<file path="config.mk">
export PLATFORM = sky130hd
export DESIGN_NAME = keypad_press_classifier
export DESIGN_NICKNAME = d
export VERILOG_FILES = /design/src/hdl/kpc_pkg.sv /design/src/hdl/kpc_scan.sv /design/src/hdl/kpc_list.sv /design/src/hdl/keypad_press_classifier.sv
export VERILOG_INCLUDE_DIRS = /design/src /design/src/hdl
export SDC_FILE = /design/constraint.sdc
export NUM_CORES = 1
export LEC_CHECK = 0
export ABC_AREA = 1
export BUFFER_PORTS_ARGS = -buffer_cell sky130_fd_sc_hd__buf_2
export CAP_MARGIN = 30
export CORE_MARGIN = 2
export CORE_UTILIZATION = 65
export DETAILED_ROUTE_END_ITERATION = 8
export GPL_TIMING_DRIVEN = 1
export PLACE_DENSITY_LB_ADDON = 0.05
export SLEW_MARGIN = 20
export SYNTH_ARGS = -nofsm -noshare
export SYNTH_HDL_FRONTEND = slang
export SYNTH_SLANG_ARGS = --single-unit
export TNS_END_PERCENT = 100
</file>
<file path="constraint.sdc">
create_clock -name clk -period 5.7 [get_ports clk]
set_input_delay 0.285 -clock clk [delete_from_list [all_inputs] [get_ports clk]]
set_output_delay 0.285 -clock clk [all_outputs]
set_load 0.02 [all_outputs]
</file>
<file path="src/hdl/keypad_press_classifier_macros.svh">
// ----------------------------------------------------------------------------
// Keypad press classifier assertion macros
// Shared property shorthands for the classifier's concurrent checks.
// ----------------------------------------------------------------------------
`ifndef KEYPAD_PRESS_CLASSIFIER_MACROS_SVH
`define KEYPAD_PRESS_CLASSIFIER_MACROS_SVH

// Same-cycle implication, sampled on clk, quiet during reset.
`define KPC_ASSERT_NOW(label, ante, cons) \
	label: assert property (@(posedge clk) disable iff (!arst_n) (ante) |-> (cons)) \
		else $error("keypad classifier check failed");

// Next-cycle implication, sampled on clk, quiet during reset.
`define KPC_ASSERT_NEXT(label, ante, cons) \
	label: assert property (@(posedge clk) disable iff (!arst_n) (ante) |=> (cons)) \
		else $error("keypad classifier check failed");

`endif

</file>
<file path="src/hdl/kpc_pkg.sv">
// ----------------------------------------------------------------------------
// Keypad press classifier package
// Key code table, list cap, item kind codes and the scan-to-list beat type.
// ----------------------------------------------------------------------------
package kpc_pkg;

	localparam int ListCap = 8;
	localparam int HwCapMax = 8;
	localparam int EffCap = (ListCap < 1) ? 1 : ((ListCap > HwCapMax) ? HwCapMax : ListCap);
	localparam int IdxW = (EffCap > 1) ? $clog2(EffCap) : 1;
	localparam int CntW = 4;
	localparam int RdW = CntW + 1;
	localparam int MapW = 64;
	localparam int PosW = 6;
	localparam int CodeW = 6;
	localparam int KindW = 2;

	localparam logic [KindW-1:0] KIND_NEW = 2'd0;
	localparam logic [KindW-1:0] KIND_HELD = 2'd1;
	localparam logic [KindW-1:0] KIND_END = 2'd2;

	localparam logic [CodeW-1:0] CodeTable [0:MapW-1] = '{
		6'd13, 6'd12, 6'd11, 6'd10, 6'd9,  6'd8,  6'd7,  6'd6,
		6'd5,  6'd4,  6'd3,  6'd2,  6'd1,  6'd0,  6'd14, 6'd15,
		6'd16, 6'd17, 6'd18, 6'd19, 6'd20, 6'd21, 6'd22, 6'd23,
		6'd24, 6'd25, 6'd26, 6'd27, 6'd40, 6'd39, 6'd38, 6'd37,
		6'd36, 6'd35, 6'd34, 6'd33, 6'd32, 6'd31, 6'd30, 6'd29,
		6'd28, 6'd41, 6'd42, 6'd43, 6'd44, 6'd45, 6'd46, 6'd47,
		6'd48, 6'd49, 6'd50, 6'd51, 6'd52, 6'd60, 6'd59, 6'd58,
		6'd57, 6'd56, 6'd55, 6'd54, 6'd53, 6'd61, 6'd62, 6'd63
	};

	// One scanned position handed from the scanner to the code lists.
	typedef struct packed {
		logic             valid;
		logic             held;
		logic [CodeW-1:0] code;
	} push_t;

endpackage

</file>
<file path="src/hdl/kpc_scan.sv">
// ----------------------------------------------------------------------------
// Keypad press classifier bit-serial scanner
// Shifts the frame and the previous map one position per cycle.
// ----------------------------------------------------------------------------
module kpc_scan (
	input  logic                                  clk,
	input  logic                                  arst_n,
	input  logic                                  start,
	input  logic [kpc_pkg::MapW-1:0]              frame,
	output kpc_pkg::push_t                        push,
	output logic                                  busy,
	output logic                                  done
);

	logic [kpc_pkg::MapW-1:0] frm_q;
	logic [kpc_pkg::MapW-1:0] prev_q;
	logic [kpc_pkg::PosW-1:0] pos_q;
	logic                     busy_q;

	// Previous map rotates: its low bit is the position under test, and the
	// current frame bit enters at the top, so after a full pass it is the frame.
	always_ff @(posedge clk or negedge arst_n) begin
		if (!arst_n) begin
			prev_q <= '0;
			busy_q <= 1'b0;
			pos_q  <= '0;
		end else if (start) begin
			busy_q <= 1'b1;
			pos_q  <= '0;
		end else if (busy_q) begin
			prev_q <= {frm_q[0], prev_q[kpc_pkg::MapW-1:1]};
			pos_q  <= pos_q + 1'b1;
			if (done) begin
				busy_q <= 1'b0;
			end
		end
	end

	always_ff @(posedge clk) begin
		if (start) begin
			frm_q <= frame;
		end else if (busy_q) begin
			frm_q <= {1'b0, frm_q[kpc_pkg::MapW-1:1]};
		end
	end

	assign done       = busy_q && (pos_q == {kpc_pkg::PosW{1'b1}});
	assign busy       = busy_q;
	assign push.valid = busy_q && frm_q[0];
	assign push.held  = prev_q[0];
	assign push.code  = kpc_pkg::CodeTable[pos_q];

endmodule

</file>
<file path="src/hdl/kpc_list.sv">
// ----------------------------------------------------------------------------
// Keypad press classifier code lists and emitter
// Collects capped new and held code lists, then plays them out as beats.
// ----------------------------------------------------------------------------
module kpc_list (
	input  logic                         clk,
	input  logic                         arst_n,
	input  logic                         start,
	input  kpc_pkg::push_t               push,
	input  logic                         scan_done,
	input  logic                         out_stall,
	output logic                         out_valid,
	output logic [kpc_pkg::KindW-1:0]    item_kind,
	output logic [kpc_pkg::CodeW-1:0]    key_code,
	output logic [kpc_pkg::CntW-1:0]     new_count,
	output logic [kpc_pkg::CntW-1:0]     held_count,
	output logic                         last,
	output logic                         emitting
);

	logic [kpc_pkg::CodeW-1:0] new_mem  [kpc_pkg::EffCap];
	logic [kpc_pkg::CodeW-1:0] held_mem [kpc_pkg::EffCap];
	logic [kpc_pkg::CntW-1:0]  nnew_q;
	logic [kpc_pkg::CntW-1:0]  nheld_q;
	logic [kpc_pkg::RdW-1:0]   rd_q;
	logic                      emit_q;
	logic                      vld_q;

	logic [kpc_pkg::RdW-1:0]   new_end;
	logic [kpc_pkg::RdW-1:0]   all_end;
	logic [kpc_pkg::RdW-1:0]   held_rd;
	logic                      load;
	logic                      new_room;
	logic                      held_room;
	logic [kpc_pkg::KindW-1:0] nxt_kind;
	logic [kpc_pkg::CodeW-1:0] nxt_code;
	logic                      nxt_end;

	assign new_room  = nnew_q < kpc_pkg::CntW'(kpc_pkg::EffCap);
	assign held_room = nheld_q < kpc_pkg::CntW'(kpc_pkg::EffCap);

	always_ff @(posedge clk) begin
		if (push.valid && !push.held && new_room) begin
			new_mem[nnew_q[kpc_pkg::IdxW-1:0]] <= push.code;
		end
		if (push.valid && push.held && held_room) begin
			held_mem[nheld_q[kpc_pkg::IdxW-1:0]] <= push.code;
		end
	end

	assign new_end = {1'b0, nnew_q};
	assign all_end = new_end + {1'b0, nheld_q};
	assign held_rd = rd_q - new_end;

	always_comb begin
		nxt_end = 1'b0;
		priority if (rd_q < new_end) begin
			nxt_kind = kpc_pkg::KIND_NEW;
			nxt_code = new_mem[rd_q[kpc_pkg::IdxW-1:0]];
		end else if (rd_q < all_end) begin
			nxt_kind = kpc_pkg::KIND_HELD;
			nxt_code = held_mem[held_rd[kpc_pkg::IdxW-1:0]];
		end else begin
			nxt_kind = kpc_pkg::KIND_END;
			nxt_code = '0;
			nxt_end  = 1'b1;
		end
	end

	assign load = emit_q && (!vld_q || !out_stall);

	always_ff @(posedge clk or negedge arst_n) begin
		if (!arst_n) begin
			nnew_q  <= '0;
			nheld_q <= '0;
			rd_q    <= '0;
			emit_q  <= 1'b0;
			vld_q   <= 1'b0;
		end else begin
			if (start) begin
				nnew_q  <= '0;
				nheld_q <= '0;
				rd_q    <= '0;
			end else begin
				if (push.valid && !push.held && new_room) begin
					nnew_q <= nnew_q + 1'b1;
				end
				if (push.valid && push.held && held_room) begin
					nheld_q <= nheld_q + 1'b1;
				end
				if (load) begin
					rd_q <= rd_q + 1'b1;
				end
			end
			if (scan_done) begin
				emit_q <= 1'b1;
			end else if (load && nxt_end) begin
				emit_q <= 1'b0;
			end
			if (load) begin
				vld_q <= 1'b1;
			end else if (!out_stall) begin
				vld_q <= 1'b0;
			end
		end
	end

	// Output register: payload holds while stalled.
	always_ff @(posedge clk) begin
		if (load) begin
			item_kind  <= nxt_kind;
			key_code   <= nxt_code;
			new_count  <= nxt_end ? nnew_q : '0;
			held_count <= nxt_end ? nheld_q : '0;
			last       <= nxt_end;
		end
	end

	assign out_valid = vld_q;
	assign emitting  = emit_q;

endmodule

</file>
<file path="src/hdl/keypad_press_classifier.sv">
// ----------------------------------------------------------------------------
// Keypad press classifier
// Classes each pressed key of an 8x8 scan frame as new or held, emits codes.
// ----------------------------------------------------------------------------
// Usage:
//   Input channel (in_valid / in_stall / pressed_keys): one beat is a whole
//   64-bit scan frame, bit row*8+col set for a pressed key.
//   Output channel (out_valid / out_stall / item fields): per frame, up to
//   eight new codes, then up to eight held codes (row-major order, surplus
//   dropped), then one end beat with last set and both counts.
// Timing:
//   The scanner walks the frame one position per cycle. When the scan
//   ends, the emit flag is set and the output register then loads the
//   first beat. Emission plays out nnew + nheld + 1 beats (at most 17)
//   and waits while the receiver stalls. A frame's occupancy is set by
//   the bit-serial scan loop plus the emit sequence; one frame at a time.
//   in_stall is high from frame acceptance until the end beat is loaded.
// Reset:
//   arst_n clears the previous map (no key held) and all control state.
// Stall:
//   A stalled output beat holds in the output register; emission waits.
// ----------------------------------------------------------------------------
`include "keypad_press_classifier_macros.svh"

module keypad_press_classifier (
	input  logic                              clk,
	input  logic                              arst_n,
	input  logic                              in_valid,
	output logic                              in_stall,
	input  logic [kpc_pkg::MapW-1:0]          pressed_keys,
	output logic                              out_valid,
	input  logic                              out_stall,
	output logic [kpc_pkg::KindW-1:0]         item_kind,
	output logic [kpc_pkg::CodeW-1:0]         key_code,
	output logic [kpc_pkg::CntW-1:0]          new_count,
	output logic [kpc_pkg::CntW-1:0]          held_count,
	output logic                              last
);

	kpc_pkg::push_t push;
	logic           scan_busy;
	logic           scan_done;
	logic           emitting;
	logic           start;

	// Take a new frame only when both the scan and the emit sequence are done.
	assign in_stall = scan_busy || emitting;
	assign start    = in_valid && !in_stall;

	// Bit-serial scan: one position per cycle, updates the previous map.
	kpc_scan u_scan (
		.clk    (clk),
		.arst_n (arst_n),
		.start  (start),
		.frame  (pressed_keys),
		.push   (push),
		.busy   (scan_busy),
		.done   (scan_done)
	);

	// Capped code lists and the output sequencer with its output register.
	kpc_list u_list (
		.clk        (clk),
		.arst_n     (arst_n),
		.start      (start),
		.push       (push),
		.scan_done  (scan_done),
		.out_stall  (out_stall),
		.out_valid  (out_valid),
		.item_kind  (item_kind),
		.key_code   (key_code),
		.new_count  (new_count),
		.held_count (held_count),
		.last       (last),
		.emitting   (emitting)
	);

	// Accepted frame must hold off the next one while it scans.
	`KPC_ASSERT_NEXT(a_busy_after_start, start, in_stall && scan_busy)
	// Scan and emission never overlap.
	`KPC_ASSERT_NOW(a_scan_emit_excl, scan_busy, !emitting)
	// Code beats carry zero counts; end beats carry counts within the cap.
	`KPC_ASSERT_NOW(a_code_counts_zero, out_valid && !last, new_count == '0 && held_count == '0)
	`KPC_ASSERT_NOW(a_end_counts_capped, out_valid && last,
		new_count <= kpc_pkg::CntW'(kpc_pkg::EffCap) && held_count <= kpc_pkg::CntW'(kpc_pkg::EffCap))

endmodule

</file>
# Word-level counts from Yosys, hierarchy flattened
# Memories as Yosys holds them, arrays and structs flattened.
# Cells that the tools add are included.
[op_classes]
n_addsub = 6
order_cmp = 5
eq_ne = 2
mux = 28
bitwise_logic = 2
n_reduce_logical = 21
[op_table]
columns = ["op", "count"]
rows = [
  ["64-bit two-way mux", 2],
  ["6-bit two-way mux", 6],
  ["4-bit two-way mux", 4],
  ["1-bit two-way mux", 13],
  ["5-bit two-way mux", 2],
  ["2-bit nonzero test", 5],
  ["1-bit logical AND", 9],
  ["4-bit by 1-bit adder with 4-bit output, second input constant", 2],
  ["4-bit less-than comparator, second input constant", 2],
  ["7-bit >= comparator, second input constant", 1],
  ["6-bit NOT with 7-bit output", 1],
  ["6-bit by 1-bit adder with 6-bit output, second input constant", 1],
  ["6-bit == test, second input constant", 1],
  ["4-bit by 4-bit adder with 5-bit output", 1],
  ["5-bit by 1-bit adder with 5-bit output, second input constant", 1],
  ["5-bit by 4-bit less-than comparator with 1-bit output", 1],
  ["5-bit less-than comparator", 1],
  ["1-bit zero test", 4],
  ["3-bit subtractor", 1],
  ["1-bit logical OR", 2],
  ["2-bit two-way mux", 1],
  ["2-bit by 1-bit inequality test with 1-bit output, second input constant", 1],
  ["2-bit AND reduction", 1],
  ["1-bit NOT", 1],
]
[word_totals]
reg_bits = 167
ramBits = 96
mem_bits_ro = 384
input_bits = 68
elab_cells = 81
mem_count = 3
[mem_list]
columns = ["name", "words", "width", "read_ports", "rd_ports_with_merged_regs", "write_ports", "line", "text"]
rows = [
  ["(no name shown)", 64, 6, 1, 0, 0, "kpc_scan.sv:51", "assign push.code = kpc_pkg::CodeTable[pos_q];"],
  ["u_list.held_mem", 8, 6, 1, 0, 1, "kpc_list.sv:22", "logic [kpc_pkg::CodeW-1:0] held_mem [kpc_pkg::EffCap];"],
  ["u_list.new_mem", 8, 6, 1, 0, 1, "kpc_list.sv:21", "logic [kpc_pkg::CodeW-1:0] new_mem [kpc_pkg::EffCap];"],
]

# Logic depth before layout (Yosys ltp)
# Gate-level depths: netlist of the first run.
[logic_depth]
depth_word = 7
ltp_mapped = 13
ltp_nobuf = 13

# Modules after synthesis
# From an unflattened synthesis of the first run, not the netlist that was laid out.
[hier_totals]
hier_cells = 1179
hier_area_um2 = 11633.7
[modules_own_cells]
columns = ["mod", "n_inst", "cells_per_inst", "area_each_um2", "seq_area_each_um2"]
rows = [
  ["kpc_list", 1, 550, 5811.8, 3768.6],
  ["kpc_scan", 1, 624, 5798.1, 3698.5],
  ["keypad_press_classifier", 1, 5, 23.8, 0.0],
]

# Worst setup path after synthesis of the first run
# OpenSTA, ideal clock, no wires.
[synth_timing]
path_type = "reg-to-reg"
startpoint = "reg u_scan.busy_q (netlist: u_scan.busy)"
endpoint = "reg u_scan.frm_q[0] (netlist name), enable pin"
t_arrival_ns = 2.234
setup_slack_ns = 3.040
path_stages_with_launch = 6
synth_period_minus_slack_ns = 2.660
cell_sequence = "dfrtp_1 buf_4 nor2_4 nand2_2 buf_4 nand2_1"
[synth_between]
elab_chain_len = 4
[synth_lines]
columns = ["item", "line", "text"]
rows = [
  ["from (decl)", "kpc_scan.sv:18", "logic busy_q;"],
  ["from (signal assigned)", "kpc_scan.sv:25", "busy_q <= 1'b0;"],
  ["from (signal assigned)", "kpc_scan.sv:28", "busy_q <= 1'b1;"],
  ["from (signal assigned)", "kpc_scan.sv:34", "busy_q <= 1'b0;"],
  ["1-bit logical OR", "keypad_press_classifier.sv:47", "assign in_stall = scan_busy || emitting;"],
  ["1-bit zero test", "keypad_press_classifier.sv:48", "assign start = in_valid && !in_stall;"],
  ["1-bit logical AND", "keypad_press_classifier.sv:48", ""],
  ["2-bit nonzero test (no line) (*)", "--", ""],
  ["to (signal assigned)", "kpc_scan.sv:41", "frm_q <= frame;"],
  ["to (signal assigned)", "kpc_scan.sv:43", "frm_q <= {1'b0, frm_q[kpc_pkg::MapW-1:1]};"],
  ["to (decl)", "kpc_scan.sv:15", "logic [kpc_pkg::MapW-1:0] frm_q;"],
]
# Every way passes the cells marked *; elsewhere a longest branch is shown, timed or not.
# A chain may end at the register's enable or synchronous reset.

# Final worst setup path of the first run
[layout_timing]
startpoint = "reg u_list.rd_q[0] (netlist name)"
endpoint = "reg u_list.key_code[2] (netlist name), data pin"
[layout_between]
elab_chain_len = 4
elab_cells_between_ends = 7
cone_classes = "add/sub (1); order compare (2); mux (2); memory (2)"
[layout_lines]
columns = ["item", "line", "text"]
rows = [
  ["from (decl)", "kpc_list.sv:25", "logic [kpc_pkg::RdW-1:0] rd_q;"],
  ["from (signal assigned)", "kpc_list.sv:92", "rd_q <= rd_q + 1'b1;"],
  ["3-bit subtractor", "kpc_list.sv:53", "assign held_rd = rd_q - new_end;"],
  ["memory 8 x 6 bit", "--", ""],
  ["6-bit two-way mux", "kpc_list.sv:60", "end else if (rd_q < all_end) begin"],
  ["6-bit two-way mux (*)", "kpc_list.sv:57", "priority if (rd_q < new_end) begin"],
  ["named net u_list.nxt_code, one bit", "kpc_list.sv:36", "logic [kpc_pkg::CodeW-1:0] nxt_code;"],
  ["to (signal assigned)", "kpc_list.sv:112", "key_code <= nxt_code;"],
  ["to (decl)", "kpc_list.sv:14", "output logic [kpc_pkg::CodeW-1:0] key_code,"],
]
# The timed path passes the listed nets; every way through them passes the cells marked *.

==> impl_metrics.json, run 1 <==
{
  "grt.total_usage": 0.2622,
  "die_h_um": 137.0,
  "reg2reg_slack_ns": 1.88,
  "drv_slew": 0,
  "vias": 8112,
  "tightest_slew_ns": 0.9417,
  "layout_min_cycle_time_ns": 3.817,
  "cap_violations": 0,
  "place_congestion": 0.8408,
  "placed_cells": 1448,
  "grt_pass1_vias": 7745,
  "end_kind": "flip-flop",
  "required_ns": 5.97,
  "cts_buffers": 26,
  "ys_types": 34,
  "async_flop_share": 0.3270,
  "global_route.usage.met1": 0.3648,
  "start_util": 0.6649,
  "ys_seq_area_frac": 0.6493,
  "power_leakage_nw": 6.149,
  "clock.fmax_mhz": 262.0,
  "syn_area_per_cell_um2": 9.779,
  "hold_depth": 3,
  "grt_start_max_net_pins": 66,
  "setup_viol": 0,
  "clkSinkCount": 263,
  "hold_violations": 0,
  "cts_tree": "yes",
  "path_clk_slew_ns": 0.07,
  "p_total_w": 0.006919,
  "fin_setup_tns_ns": 0,
  "rr_endpoint": "u_list.key_code[2]",
  "postSynthCellCount": 1176,
  "htree_levels": 1,
  "reg2reg_depth": 10,
  "use_met3": 0.03889,
  "crit_arrival_ns": 4.09,
  "drtAntennaViolNets": 0,
  "min_from": "pressed_keys[19]",
  "layout_common_cells": "560 x nand2_1, 177 x edfxtp_1, 85 x buf_2, 85 x dfrtp_1, 81 x inv_1",
  "dieArea_um2": 18770,
  "post_cts.repair.setup_buffers": 0,
  "hpwl_mm": 15.00,
  "via_per_inst": 5.408,
  "worstReg2RegStart": "u_list.rd_q[0]",
  "critPathLaunchType": "flip-flop",
  "coreArea_um2": 17300,
  "grt_overflow": 0,
  "synthFlopType": "edfxtp_1",
  "antenna_cells": 0,
  "period_share": 0.6696,
  "outcome": "completed",
  "antenna_found_initial": 0,
  "clock_path_buffers": 3,
  "synth-seq-cells": 263,
  "drtIter0Drc": 694,
  "yosysWarnings": 0,
  "num_io_pins": 87,
  "p_per_area_nw_per_um2": 532.8,
  "min_to": "u_scan.frm_q[19]",
  "maxSlewHeadroom": 0.3674,
  "grt.busiest_layer": "met2",
  "clkLatencyLatePin_ns": 0.53,
  "timing.hold.ws_ns": 0.02459,
  "finalClockSkew_ns": 0.01495,
  "final_common_cell": "nand2_1",
  "synthesis.nets": 1268,
  "detail_route.drc_violations": 0,
  "fin_area_um2": 12990,
  "path_class": "reg -> reg",
  "vdd_drop_max_uv": 398.9,
  "rows": 48,
  "port_buffers": 86,
  "syn_area_um2": 11500,
  "nNetsFinal": 1347,
  "cts-resized-gates": 0,
  "routedWlPerCell_um": 15.80,
  "grt_pass1_wl_mm": 38.33,
  "finalNonFillerCells": 1500,
  "path_max_fanout": 31,
  "cts-root-buf": "clkbuf_16",
  "dpl_cell_area_um2": 12010,
  "synth_edf_count": 177,
  "syn2layout_area_growth_pct": 12.92,
  "drt-total-wl_mm": 23.70,
  "met2_usage": 0.4317,
  "first_pass_iters": 8,
  "holdCritPathClass": "in -> reg",
  "drive_gt1_frac": 0.1176,
  "rsz0062_at_grt": "false",
  "die_x_um": 137.0
}
==> through the flow <==
step | utilization | setup WS [ns]
finish | 0.7507 | 1.883
global route | 0.7507 | 1.669
CTS | 0.7486 | 1.962
detailed placement | 0.6944 | 2.005
global placement | 0.6933 | 2.060
floorplan | - | 3.040
==> flip-flops by register name, indices dropped and copies added, names as in the netlist, 2 cells and up <==
register and flops:
u_list.nheld_q 4, u_list.key_code 6, u_list.held_mem 48, u_list.item_kind 2, u_list.new_mem 48, u_scan.prev_q 64, u_scan.frm_q 64, u_list.nnew_q 4
u_list.rd_q 5, u_list.new_count 4, u_list.held_count 4, u_scan.pos_q 6
==> logic make-up after synthesis <==
family	share of synthesized area
flops	0.6493
buf+inv	0.05201
xor+xnor	0.002938
compound gates	0.02557
fa+ha+maj	0.02742
simple gates	0.2427
==> cell type report <==
| cell class | instances | area [um^2] |
|---|---|---|
| Sequential cell | 263 | 7468 |
| Tap cell | 225 | 281.5 |
| Inverter | 85 | 319.1 |
| Fill cell | 1207 | 4312 |
| Multi-Input combinational cell | 781 | 3437 |
| Clock buffer | 37 | 764.5 |
| Timing Repair Buffer | 98 | 553.0 |
| Clock inverter | 11 | 161.4 |
==> worst max-delay path: stages, from the launching register on <==
cell	delay, ns
dfrtp_1	0.96
inv_1	0.67
ha_1	0.41
inv_1	0.08
fa_1	0.62
inv_1	0.40
nand3_1	0.16
nand2_1	0.10
nand2_1	0.05
nand2_1	0.07
o21ai_1	0.05
==> how the worst max path moves through the flow <==
stage / from / endpoint / slack [ns] / depth (start not counted)
floorplan: u_scan.busy / u_scan.frm_q[0] / 3.04 / 5
global placement: u_list.rd_q[0] / u_list.key_code[1] / 2.06 / 10
detailed placement: u_list.rd_q[0] / u_list.key_code[2] / 2.00 / 10
global route: u_list.rd_q[0] / u_list.key_code[1] / 1.67 / 10
finish: u_list.rd_q[0] / u_list.key_code[2] / 1.88 / 10
CTS: u_list.rd_q[0] / u_list.key_code[2] / 1.96 / 10
==> repair_timing <==
action | CTS | global route
setup endpoints to repair | 0 | 0
endpoints found under the hold margin | 37 | 0
hold buffers | 1 | 0
==> metal layers <==
metal / vias to the layer above / wire length [um]
li1: 3947 / -
met1: 3817 / 10000
met2: 298 / 11620
met3: 50 / 1395
met4: 0 / 680
met5: - / 0
==> where the power goes <==
group          switching, W  internal, W  total, W
logic               0.00165     0.000718   0.00236
clock network      0.000707      0.00112   0.00182
registers          0.000217      0.00252   0.00273
total               0.00257      0.00435   0.00692
==> synth_stat cells, drive strengths merged, types with 9 or more instances <==
cell	n	area, um^2
nand3	75	375.4
nor3	13	92.59
edfxtp	177	5315
a21oi	15	75.07
o21ai	33	165.2
buf	38	245.2
nor2	43	168.9
inv	84	315.3
nand2	563	2123
dfrtp	86	2152
ha	22	275.3
clkbuf	9	33.78
Power figures use the tool's default switching activity.
==> run 2: changes to the inputs <==
--- a/config.mk
+++ b/config.mk
@@ -10,7 +10,7 @@
 export BUFFER_PORTS_ARGS = -buffer_cell sky130_fd_sc_hd__buf_2
 export CAP_MARGIN = 30
 export CORE_MARGIN = 2
-export CORE_UTILIZATION = 65
+export CORE_UTILIZATION = 54
 export DETAILED_ROUTE_END_ITERATION = 8
 export GPL_TIMING_DRIVEN = 1
 export PLACE_DENSITY_LB_ADDON = 0.05
==> constraint.sdc (replaced) <==
create_clock -name clk -period 3.5 [get_ports clk]
set_input_delay 0.175 -clock clk [delete_from_list [all_inputs] [get_ports clk]]
set_output_delay 0.175 -clock clk [all_outputs]
set_load 0.02 [all_outputs]
==> impl_metrics.json, run 2 (synthesis results as in run 1) <==
{
  "holdCritPathClass": "in -> reg",
  "hold_violations": 0,
  "clkLatencyLatePin_ns": 0.52,
  "routedWlPerCell_um": 15.19,
  "drt-total-wl_mm": 24.65,
  "multi_input_area_um2": 3442,
  "crit_start": "u_list.nnew_q[0]",
  "drive_gt1_frac": 0.1202,
  "nFillCells": 1692,
  "end_kind": "flip-flop",
  "grt_pass1_vias": 7724,
  "htree_levels": 1,
  "place_congestion": 0.8327,
  "seqCellArea_um2": 7468,
  "grt_pass1_wl_mm": 39.78,
  "required_ns": 3.76,
  "antenna_cells": 0,
  "antenna_found_initial": 0,
  "start_util": 0.5488,
  "wl_met2_mm": 11.76,
  "syn2layout_area_growth_pct": 19.03,
  "hold_depth": 3,
  "layout_common_cells": "560 x nand2_1, 177 x edfxtp_1, 89 x buf_2",
  "first_pass_iters": 5,
  "m1WireLength_mm": 11.21,
  "clock_path_buffers": 3,
  "layout_min_cycle_time_ns": 2.653,
  "die_h_um": 149.9,
  "clkSinkCount": 263,
  "nNetsFinal": 1421,
  "crit_arrival_ns": 2.91,
  "fin_setup_tns_ns": 0,
  "reg2reg_slack_ns": 0.85,
  "cap_violations": 0,
  "cts_buffers": 27,
  "finalNonFillerCells": 1623,
  "drtIter0Drc": 631,
  "drv_slew": 0,
  "cts_tree": "yes",
  "critPathLaunchType": "flip-flop",
  "reg2reg_depth": 10,
  "coreArea_um2": 20960,
  "final_common_cell": "nand2_1",
  "vias": 8195,
  "port_buffers": 86,
  "grt.total_usage": 0.2231,
  "vdd_drop_max_uv": 423.3,
  "power_leakage_nw": 6.440,
  "placed_cells": 1507,
  "period_share": 0.7581,
  "grt_overflow": 0,
  "outcome": "completed",
  "setup_viol": 0,
  "detail_route.drc_violations": 0,
  "worstReg2RegStart": "u_list.nnew_q[0]",
  "cts-root-buf": "clkbuf_16",
  "rr_endpoint": "u_list.new_count[2]",
  "finalClockSkew_ns": 0.01251,
  "path_clk_slew_ns": 0.06,
  "tightest_slew_ns": 0.9196,
  "via_per_inst": 5.049,
  "p_per_area_nw_per_um2": 814.3,
  "cts-resized-gates": 0,
  "route.met3.wl_mm": 1.146,
  "p_total_w": 0.01115,
  "clock.fmax_mhz": 376.9,
  "highest_layer": "met4",
  "drtAntennaViolNets": 0,
  "endpoint": "u_list.new_count[2]",
  "path_class": "reg -> reg",
  "rows": 53,
  "top_regs": "u_scan.frm_q (64), u_scan.prev_q (64)",
  "grt_start_max_net_pins": 73,
  "final_util": 0.6532,
  "hpwl_mm": 15.10,
  "dieArea_um2": 22480,
  "num_io_pins": 87,
  "path_max_fanout": 10,
  "die_x_um": 149.9,
  "rsz0062_at_grt": "false",
  "maxSlewHeadroom": 0.3822
}
-- run 2: changes by cell type in the layout (fill, tap and decap cells not counted), moves of 2 or more --
| cell | change |
|---|---|
| clkinv_2 | +2 |
| clkbuf_1 | -5 |
| clkinvlp_4 | -2 |
| clkbuf_8 | +2 |
| buf_2 | +4 |
| dlygate4sd3_1 | +65 |
| clkinvlp_2 | +3 |
| clkbuf_2 | -2 |
| clkinv_1 | +2 |
| bufinv_16 | -2 |
| buf_4 | +7 |
-- run 2: how the worst min path moves through the flow --
| stage | startpoint | endpoint | slack (ns) |
|---|---|---|---|
| 2_1_floorplan | arst_n | u_list.emitting | -0.12 |
| 3_3_place_gp | arst_n | u_scan.prev_q[42] | 0.32 |
| 3_5_place_dp | arst_n | u_scan.prev_q[41] | 0.31 |
| 4_1_cts | in_valid | u_scan.busy | 0.003 |
| 5_1_grt | in_valid | u_scan.busy | 0.03 |
| 6_report | in_valid | u_scan.busy | 0.004 |
-- run 2: repair_timing --
item                                   4_1_cts  5_1_grt
setup endpoints to repair                    0        0
endpoints found under the hold margin      127        0
buffers inserted                             0        0
hold buffers                                66        0
-- run 2: routing by layer --
layer,vias to the layer above,GRT usage
met5,-,0
met4,0,0.05802
met3,38,0.02927
met2,220,0.3648
met1,3837,0.3187
li1,4100,-
-- run 2: final cells by class --
class,count,area share
Sequential cell,263,0.5456
Tap cell,275,0.02514
Timing Repair Buffer,171,0.09049
Clock buffer,33,0.05466
Multi-Input combinational cell,781,0.2515
Clock inverter,15,0.009324
Inverter,85,0.02331
-- run 2: power breakdown --
part | total, W | switching (W) | internal (W)
Combinational | 0.00400 | 0.00277 | 0.00124
Clock | 0.00279 | 0.00114 | 0.00166
Sequential | 0.00435 | 0.000254 | 0.00410
Total | 0.0111 | 0.00415 | 0.00699
-- run 2: worst max-delay path, stage by stage (launching register included) --
cell and delay [ns]:
dfrtp_1 0.45, ha_1 0.24, fa_1 0.41, nand2_1 0.08, nand2_1 0.05, a21oi_1 0.16, ha_1 0.29, a21oi_1 0.19
nand3_1 0.13, nand2_1 0.31, nor2_1 0.08
-- run 2: metrics by stage --
step                area (um^2)  worst slack, ns  hold WS, ns
detailed placement        12140           0.8688       0.3143
CTS                       13680           0.8610     0.003149
finish                    13690           0.8466     0.003583
global placement          12130            1.007       0.3180
floorplan                 11500           0.8400      -0.1206
global route              13690           0.6416      0.02862
